--- config.mk ---
export PLATFORM = sky130hd
export DESIGN_NAME = integer_to_decimal_ascii_with_commas
export DESIGN_NICKNAME = d
export VERILOG_FILES = /design/src/sv/idc_pkg.sv /design/src/sv/integer_to_decimal_ascii_with_commas.sv
export SDC_FILE = /design/constraint.sdc
export NUM_CORES = 1
export LEC_CHECK = 0
export BUFFER_PORTS_ARGS = -buffer_cell sky130_fd_sc_hd__buf_2
export CAP_MARGIN = 10
export CORE_MARGIN = 4
export CORE_UTILIZATION = 35
export CTS_CLUSTER_DIAMETER = 30
export DETAILED_ROUTE_END_ITERATION = 10
export HOLD_SLACK_MARGIN = 0.1
export PLACE_DENSITY = 0.51
export SLEW_MARGIN = 20
export SYNTH_ARGS = -nofsm -noshare
export SYNTH_HDL_FRONTEND = slang
export SYNTH_SLANG_ARGS = --single-unit
export TNS_END_PERCENT = 100
--- constraint.sdc ---
create_clock -name i_clk -period 15.9 [get_ports i_clk]
set_input_delay 0.795 -clock i_clk [delete_from_list [all_inputs] [get_ports i_clk]]
set_output_delay 0.795 -clock i_clk [all_outputs]
set_load 0.02 [all_outputs]
--- src/sv/idc_pkg.sv ---
package idc_pkg;

    localparam int DEFAULT_VALUE_WIDTH = 64;

    typedef logic [1:0] t_req_type;

    localparam int REQ_SIGNED_BIT = 0;
    localparam int REQ_COMMAS_BIT = 1;

    localparam logic [7:0] CH_ZERO  = 8'h30;
    localparam logic [7:0] CH_NINE  = 8'h39;
    localparam logic [7:0] CH_COMMA = 8'h2C;
    localparam logic [7:0] CH_MINUS = 8'h2D;

    typedef enum logic [2:0] {
        ST_IDLE,
        ST_CONV,
        ST_SKIP,
        ST_SIGN,
        ST_DIGIT,
        ST_COMMA
    } t_state;

endpackage

--- src/sv/integer_to_decimal_ascii_with_commas.sv ---
// Channel   Direction  Handshake                     Payload
// request   in         start & !busy                 i_req_type, i_value
// result    out        o_valid, one cycle per char   o_ascii_char, o_last
//
// A request first runs VALUE_WIDTH shift-and-adjust steps in the BCD unit,
// then a leading-zero scan that drops the zero digits above the lowest one,
// then the emission of the characters (up to 26 at the default width).
// Busy is high from the cycle after acceptance through the final character;
// the next request is taken in the cycle after the final character at the earliest.
// Reset (synchronous, active low) returns the sequencer to idle.
// The receiver cannot stall: every character is taken in the cycle it is shown.
module integer_to_decimal_ascii_with_commas #(
    parameter int VALUE_WIDTH = idc_pkg::DEFAULT_VALUE_WIDTH
) (
    input  logic                i_clk,
    input  logic                i_rst_n,
    input  logic                start,
    output logic                busy,
    input  idc_pkg::t_req_type  i_req_type,
    input  logic [63:0]         i_value,
    output logic                o_valid,
    output logic [7:0]          o_ascii_char,
    output logic                o_last
);
    import idc_pkg::*;

    localparam int NDIG    = (VALUE_WIDTH * 30103) / 100000 + 1;
    localparam int BW      = 4 * NDIG;
    localparam int IW      = $clog2(NDIG);
    localparam int CW      = $clog2(VALUE_WIDTH + 1);
    localparam logic [IW-1:0] IDX_TOP = IW'(NDIG - 1);
    localparam logic [1:0]    MOD_TOP = 2'((NDIG - 1) % 3);
    localparam logic [CW-1:0] CNT_TOP = CW'(VALUE_WIDTH);

    t_state                 r_state, n_state;
    logic [VALUE_WIDTH-1:0] r_bin, n_bin;
    logic [BW-1:0]          r_bcd, n_bcd;
    logic [CW-1:0]          r_cnt, n_cnt;
    logic [IW-1:0]          r_idx, n_idx;
    logic [1:0]             r_mod, n_mod;
    logic                   r_neg, n_neg;
    logic                   r_commas, n_commas;

    logic [VALUE_WIDTH-1:0] in_bits;
    logic                   in_neg;
    logic [BW-1:0]          bcd_adj;
    logic [3:0]             cur_digit;

    assign in_bits   = i_value[VALUE_WIDTH-1:0];
    assign in_neg    = i_req_type[REQ_SIGNED_BIT] & in_bits[VALUE_WIDTH-1];
    assign cur_digit = r_bcd[4*r_idx +: 4];

    always_comb begin
        for (int d = 0; d < NDIG; d++) begin
            if (r_bcd[4*d +: 4] >= 4'd5) begin
                bcd_adj[4*d +: 4] = r_bcd[4*d +: 4] + 4'd3;
            end else begin
                bcd_adj[4*d +: 4] = r_bcd[4*d +: 4];
            end
        end
    end

    always_ff @(posedge i_clk) begin
        if (!i_rst_n) begin
            r_state <= ST_IDLE;
        end else begin
            r_state <= n_state;
        end
        r_bin    <= n_bin;
        r_bcd    <= n_bcd;
        r_cnt    <= n_cnt;
        r_idx    <= n_idx;
        r_mod    <= n_mod;
        r_neg    <= n_neg;
        r_commas <= n_commas;
    end

    always_comb begin
        n_state      = r_state;
        n_bin        = r_bin;
        n_bcd        = r_bcd;
        n_cnt        = r_cnt;
        n_idx        = r_idx;
        n_mod        = r_mod;
        n_neg        = r_neg;
        n_commas     = r_commas;
        busy         = 1'b1;
        o_valid      = 1'b0;
        o_ascii_char = CH_ZERO;
        o_last       = 1'b0;
        unique case (r_state)
            ST_IDLE: begin
                busy = 1'b0;
                if (start) begin
                    n_bin    = in_neg ? (~in_bits + 1'b1) : in_bits;
                    n_bcd    = '0;
                    n_cnt    = CNT_TOP;
                    n_idx    = IDX_TOP;
                    n_mod    = MOD_TOP;
                    n_neg    = in_neg;
                    n_commas = i_req_type[REQ_COMMAS_BIT];
                    n_state  = ST_CONV;
                end
            end
            ST_CONV: begin
                n_bcd = {bcd_adj[BW-2:0], r_bin[VALUE_WIDTH-1]};
                n_bin = r_bin << 1;
                n_cnt = r_cnt - 1'b1;
                if (r_cnt == CW'(1)) begin
                    n_state = ST_SKIP;
                end
            end
            ST_SKIP: begin
                if (cur_digit == 4'd0 && r_idx != '0) begin
                    n_idx = r_idx - 1'b1;
                    n_mod = (r_mod == 2'd0) ? 2'd2 : r_mod - 2'd1;
                end else begin
                    n_state = r_neg ? ST_SIGN : ST_DIGIT;
                end
            end
            ST_SIGN: begin
                o_valid      = 1'b1;
                o_ascii_char = CH_MINUS;
                n_state      = ST_DIGIT;
            end
            ST_DIGIT: begin
                o_valid      = 1'b1;
                o_ascii_char = CH_ZERO + {4'd0, cur_digit};
                o_last       = (r_idx == '0);
                priority if (r_idx == '0) begin
                    n_state = ST_IDLE;
                end else if (r_commas && r_mod == 2'd0) begin
                    n_state = ST_COMMA;
                end else begin
                    n_idx = r_idx - 1'b1;
                    n_mod = (r_mod == 2'd0) ? 2'd2 : r_mod - 2'd1;
                end
            end
            ST_COMMA: begin
                o_valid      = 1'b1;
                o_ascii_char = CH_COMMA;
                n_idx        = r_idx - 1'b1;
                n_mod        = 2'd2;
                n_state      = ST_DIGIT;
            end
            default: begin
                n_state = ST_IDLE;
            end
        endcase
    end

    a_accept_busy: assert property (@(posedge i_clk) disable iff (!i_rst_n)
        start && !busy |=> busy && !o_valid)
        else $error("request accepted but sequencer not busy");

    a_last_idle: assert property (@(posedge i_clk) disable iff (!i_rst_n)
        o_valid && o_last |=> !busy)
        else $error("sequencer still busy after final character");

    a_last_digit: assert property (@(posedge i_clk) disable iff (!i_rst_n)
        o_last |-> o_valid && o_ascii_char >= CH_ZERO && o_ascii_char <= CH_NINE)
        else $error("final character is not a digit");

    a_strobe_busy: assert property (@(posedge i_clk) disable iff (!i_rst_n)
        o_valid |-> busy)
        else $error("character shown while idle");

endmodule

After elaboration in Yosys (flattened, before gate mapping)
Index checks and enable logic that the tools add are counted.
- add/subtract/negate cells: 25
- multiply operators: 0
- div/mod/pow operators: 0
- magnitude comparators: 20
- eq/ne operators: 13
- shifts and indexed selects: 1
- muxes and demuxes: 49
- bitwise logic cells: 2
- reduce and logical (&&, ||, !) cells: 15
- operators by type and width (operator ; count):
    $pmux W80 S2 ; 1
    $mux W64 ; 2
    $pmux W64 S2 ; 1
    $ge A4 B3 Y1 const B ; 20
    $mux W80 ; 1
    $shiftx A80 B8 Y4 ; 1
    $add A4 B2 Y4 const B ; 19
    $mux W4 ; 19
    $add A64 B1 Y64 const B ; 1
    $not A64 Y64 ; 1
    $mux W3 ; 7
    $pmux W7 S3 ; 1
    $mux W5 ; 4
    $pmux W5 S4 ; 1
    $pmux W3 S5 ; 1
    $pmux W7 S2 ; 1
    $ne A2 B2 Y1 const B ; 6
    $mux W2 ; 5
    $pmux W2 S4 ; 1
    $add A6 B4 Y7 const A ; 1
    $eq A7 B1 Y1 const B ; 1
    $mux W7 ; 1
    $sub A7 B1 Y7 const B ; 1
    $eq A3 B2 Y1 const B ; 2
    21 further kinds ; 26
- register bits: 163
- latch bits: 0
- memory bits (writable): 0
- ROM bits: 0
- input port bits: 69
- output and inout bits: 11
- memories: 0

Depth between registers and ports, before layout
- depth in word-level cells: 5
- mapped depth: 11
- gate-level depth less buffers: 8

Worst setup path before layout
No wires, ideal clock.
- kind: register to register
- from: reg r_state[1]
- to: reg r_bcd[0], enable pin
- setup time: 871 ps
- arrival: 11578 ps
- required time: 15029 ps
- slack: 3451 ps
- stages on the path, launching flop included: 4
- path buffers: 1
- period minus slack after synthesis: 12449 ps
- path through: dfxtp_1 clkbuf_1 or3_1 o21ai_0
- word-level cells in the longest chain between the ends: 3
- elaborated cells on any way between the ends: 5
- ends and longest elaborated chain (item ; line ; RTL):
    start: declaration ; integer_to_decimal_ascii_with_commas.sv:35 ; t_state r_state, n_state;
    start signal: assignment ; integer_to_decimal_ascii_with_commas.sv:67 ; r_state <= n_state;
    $eq A3 B1 Y1 / $logic_not A3 Y1 (equally long branches) ; integer_to_decimal_ascii_with_commas.sv:91 ; unique case (r_state)
    $reduce_bool A2 Y1 (no line) / $ne A2 B2 Y1 (equally long branches) ; n/a ;
    $reduce_and A2 Y1 (no line) (*) ; n/a ;
    end signal: assignment ; integer_to_decimal_ascii_with_commas.sv:70 ; r_bcd <= n_bcd;
    end: declaration ; integer_to_decimal_ascii_with_commas.sv:37 ; logic [BW-1:0] r_bcd, n_bcd;
Mark *: on every way between the ends. The rest lies on a longest branch, timed or not.
A chain may end at the register's enable or synchronous reset.

Final worst setup path
- from: reg r_idx[0]
- to: out o_ascii_char[3]
- word-level cells in the longest chain between the ends: 3
- ends and longest elaborated chain (item ; line ; RTL):
    start: declaration ; integer_to_decimal_ascii_with_commas.sv:39 ; logic [IW-1:0] r_idx, n_idx;
    start signal: assignment ; integer_to_decimal_ascii_with_commas.sv:72 ; r_idx <= n_idx;
    $shiftx A80 B8 Y4 ; integer_to_decimal_ascii_with_commas.sv:51 ; assign cur_digit = r_bcd[4*r_idx +: 4];
    $add A6 B4 Y7 ; integer_to_decimal_ascii_with_commas.sv:128 ; o_ascii_char = CH_ZERO + {4'd0, cur_digit};
    $pmux W7 S3 ; integer_to_decimal_ascii_with_commas.sv:91 ;
    end: declaration ; integer_to_decimal_ascii_with_commas.sv:22 ; output logic [7:0] o_ascii_char,
Every way passes these cells.

==> impl_metrics.tcl <==
set metrics [dict create \
    synth_enable_flop_cells 160 \
    drt.antenna.violating_nets 0 \
    area.growth.synth_to_final_pct 12.60 \
    vias_per_cell 5.105 \
    critPathLaunchType "register" \
    cts_setup_buffers 0 \
    synth.most_common_cell "sky130_fd_sc_hd__edfxtp_1" \
    first_global_vias 7333 \
    totalWireLength_mm 23.73 \
    critical_path_at_ps 2920 \
    synth-main-ff-cell "sky130_fd_sc_hd__edfxtp_1" \
    slew_headroom 0.3851 \
    yosys-top-cells-area "sky130_fd_sc_hd__edfxtp_1 46%, sky130_fd_sc_hd__ha_1 5.7%, sky130_fd_sc_hd__nor2_1 5.0%" \
    portion_of_the_post_synthesis_area_used_by_sequential_elements 0.4692 \
    max_slew.worst_pin.slew_ps 922.4 \
    start_util 0.3583 \
    grt.overflow.total 0 \
    clockBufferDepth 2 \
    critPathLaunch "r_idx[0]$_SDFFCE_PN1P_" \
    met1_usage 0.2155 \
    max_clock_freq_ghz 0.2688 \
    hold_viol_final 0 \
    post_synth_instance_area_sq_um 10370 \
    track_usage 0.1449 \
    setup_viol_count_final 0 \
    wl_per_cell_um 15.64 \
    post-synth-top-area-fraction 0.4634 \
    final_core_utilization 0.4034 \
    most_congested_layer_reported_by_global_routing "met2" \
    fin_nets 1236 \
    design.core.area_sq_um 28940 \
    worstPathMaxFanout 38 \
    gp_routability_congestion 0.8073 \
    capturing_point_of_the_worst_reg2reg_path "r_idx[0]$_SDFFCE_PN1P_" \
    ir_drop_uv 92.72 \
    pwr_density_cell_nw_per_um2 189.0 \
    die_area_sq_um 32440 \
    initialDrtViolationCount 459 \
    worst_r2r_startpoint "r_idx[0]$_SDFFCE_PN1P_" \
    max_cap_violations 0 \
    clk_root_buffer_cell "sky130_fd_sc_hd__clkbuf_16" \
    worstSetupEndpoint "o_ascii_char[3]" \
    tritoncts "built" \
    antenna-diode-count 0 \
    timing.final.crit_share 0.2339 \
    reg2regPathDepth 6 \
    post-route-min-period_ps 3720 \
    timing.final.max_slew_violations 0 \
    cts_max_level 4 \
    synthesis.yosys.warnings 0 \
    critPathCaptureType "primary output" \
    dp_hpwl_mm 16.46 \
    core.rowCount 62 \
    die-width_um 180.1 \
    firstDrtPassIters 4 \
    ctsHoldBuffers 0 \
    first_pass_grt_wire_length_mm 39.05 \
    cts_inserted_buffers 17 \
    p_leak_nw 4.319 \
    clk-insertion-delay-late_ps 430 \
    clkSlewWorstSetupHoldPaths_ps 70 \
    clock-sinks 163 \
    timing.critical_path.required_ps 15110 \
    cts.repair.resized 0 \
    synthesis.area_per_instance_sq_um 9.762 \
    antenna_found_initial 1 \
    outcome "finished clean" \
    netlist-cell-type-count 62 \
    number_of_synthesized_register_bits 163 \
    setup_repair_after_global_routing_missed_its_margin "no" \
    design.portCount 80 \
    maximum_number_of_pins_on_one_net_before_global_route_repair 100 \
    drc_errors 0 \
    dp_slack_ps 12530 \
    netlist_top_cells_count "160 x sky130_fd_sc_hd__edfxtp_1, 138 x sky130_fd_sc_hd__nor2_1, 125 x sky130_fd_sc_hd__nand2_1, 100 x sky130_fd_sc_hd__a21oi_1, 76 x sky130_fd_sc_hd__o21ai_0" \
    routed-via-count 7745 \
    fraction_of_final_layout_cells_with_drive_strength_greater_than_1 0.1315 \
    fraction_of_registers_with_async_set_or_reset_after_synthesis 0 \
    gr-usage-met2 0.2215 \
    setup.reg_to_reg.worst_slack_ps 12590 \
    timing.setup.critical_path_class "register to primary output" \
    fin_setup_tns_ps 0 \
    post-route-worst-setup-slack_ps 12180 \
    placement.io_buffers 76 \
    hold_path_class "register to register" \
    power.total_w 0.002206 \
    post-synth-top-area-cell "sky130_fd_sc_hd__edfxtp_1" \
    vertical_die_dimension_um 180.1 \
    finalClockSkew_ps 15.96 \
    synthCells 1062 \
    grt_util_met3 0.02624 \
]
-- layer usage --
metal,up-vias,routed length [um]
li1,3892,-
met1,3677,11960
met2,158,10590
met3,16,968
met4,2,195
met5,-,13
-- worst max-delay path, stage by stage (launching register included) --
cell and delay [ps]:
sky130_fd_sc_hd__edfxtp_1 330, sky130_fd_sc_hd__buf_4 460, sky130_fd_sc_hd__mux4_2 570, sky130_fd_sc_hd__mux2_2 290
sky130_fd_sc_hd__a221oi_1 420, sky130_fd_sc_hd__a21oi_1 200, sky130_fd_sc_hd__buf_2 220
-- layout by cell type (no fill, tap or decap), drive strengths merged, types with 7 or more instances in the layout --
cell    synthesis  routed
nand2         125     125
o41ai          10      10
nor3           34      34
nor4            8       8
inv            57      60
clkbuf         32      19
mux4           10      10
buf            14      84
edfxtp        160     160
nand2b         24      24
nor2          138     138
mux2i          13      13
o31ai          11      11
a21oi         100     100
ha             47      47
a31oi          14      14
o21ai          82      82
xnor2          54      54
xor2           53      53
or4             7       7
-- registers in the layout, summed over array words and instances (netlist names) --
name      flops
r_idx         5
r_commas      1
r_cnt         7
r_state       3
r_bcd        80
r_neg         1
r_mod         2
r_bin        64
-- stage by stage --
step	instance area (sq um)	cells	hold WS (ps)
after floorplan	10370	1063	496.3
after global routing	11670	1517	535.2
after detailed placement	11110	1485	502.2
after global placement	11110	1485	503.6
final	11670	1517	518.3
after CTS	11670	1517	517.7
-- kinds of logic (layout without fill, tap and decap cells) --
kind of cell,after synthesis,count (layout),synth area share
adders and majority gates,47,47,0.05672
muxes,28,28,0.03971
other,2,3,0.0007244
xor gates and xnor gates,107,107,0.09039
AOI/OAI and AO/OA,242,242,0.1358
and+or+nand+nor,370,370,0.1674
DFF,163,163,0.4692
buffers and inverters,103,173,0.04007
-- area by class of cell --
class / instances / area (sq um)
fillers: 2856 / 17260
clock buffers: 19 / 432.9
inverters: 57 / 214.0
clock inverters: 13 / 128.9
flip-flops and latches: 163 / 4865
well taps: 384 / 480.5
repair buffers: 84 / 440.4
multi-input cells: 797 / 5112
-- power by group --
group	internal, W	total [W]	switching, W
Clock	0.000219	0.000407	0.000188
Combinational	0.000321	0.000844	0.000523
Sequential	0.000788	0.000956	0.000168
-- worst min-delay path by stage --
stage	start	end	depth (start not counted)
after floorplan	r_bin[9]$_DFFE_PP_	r_bin[10]$_DFFE_PP_	2
after global placement	r_bin[27]$_DFFE_PP_	r_bin[28]$_DFFE_PP_	2
after detailed placement	r_bin[63]$_DFFE_PP_	r_bcd[0]$_SDFFCE_PN0P_	1
after CTS	r_bin[63]$_DFFE_PP_	r_bcd[0]$_SDFFCE_PN0P_	1
after global routing	r_bin[63]$_DFFE_PP_	r_bcd[0]$_SDFFCE_PN0P_	1
final	r_bin[63]$_DFFE_PP_	r_bcd[0]$_SDFFCE_PN0P_	1
No activity file was read; power rests on OpenSTA's default activity.
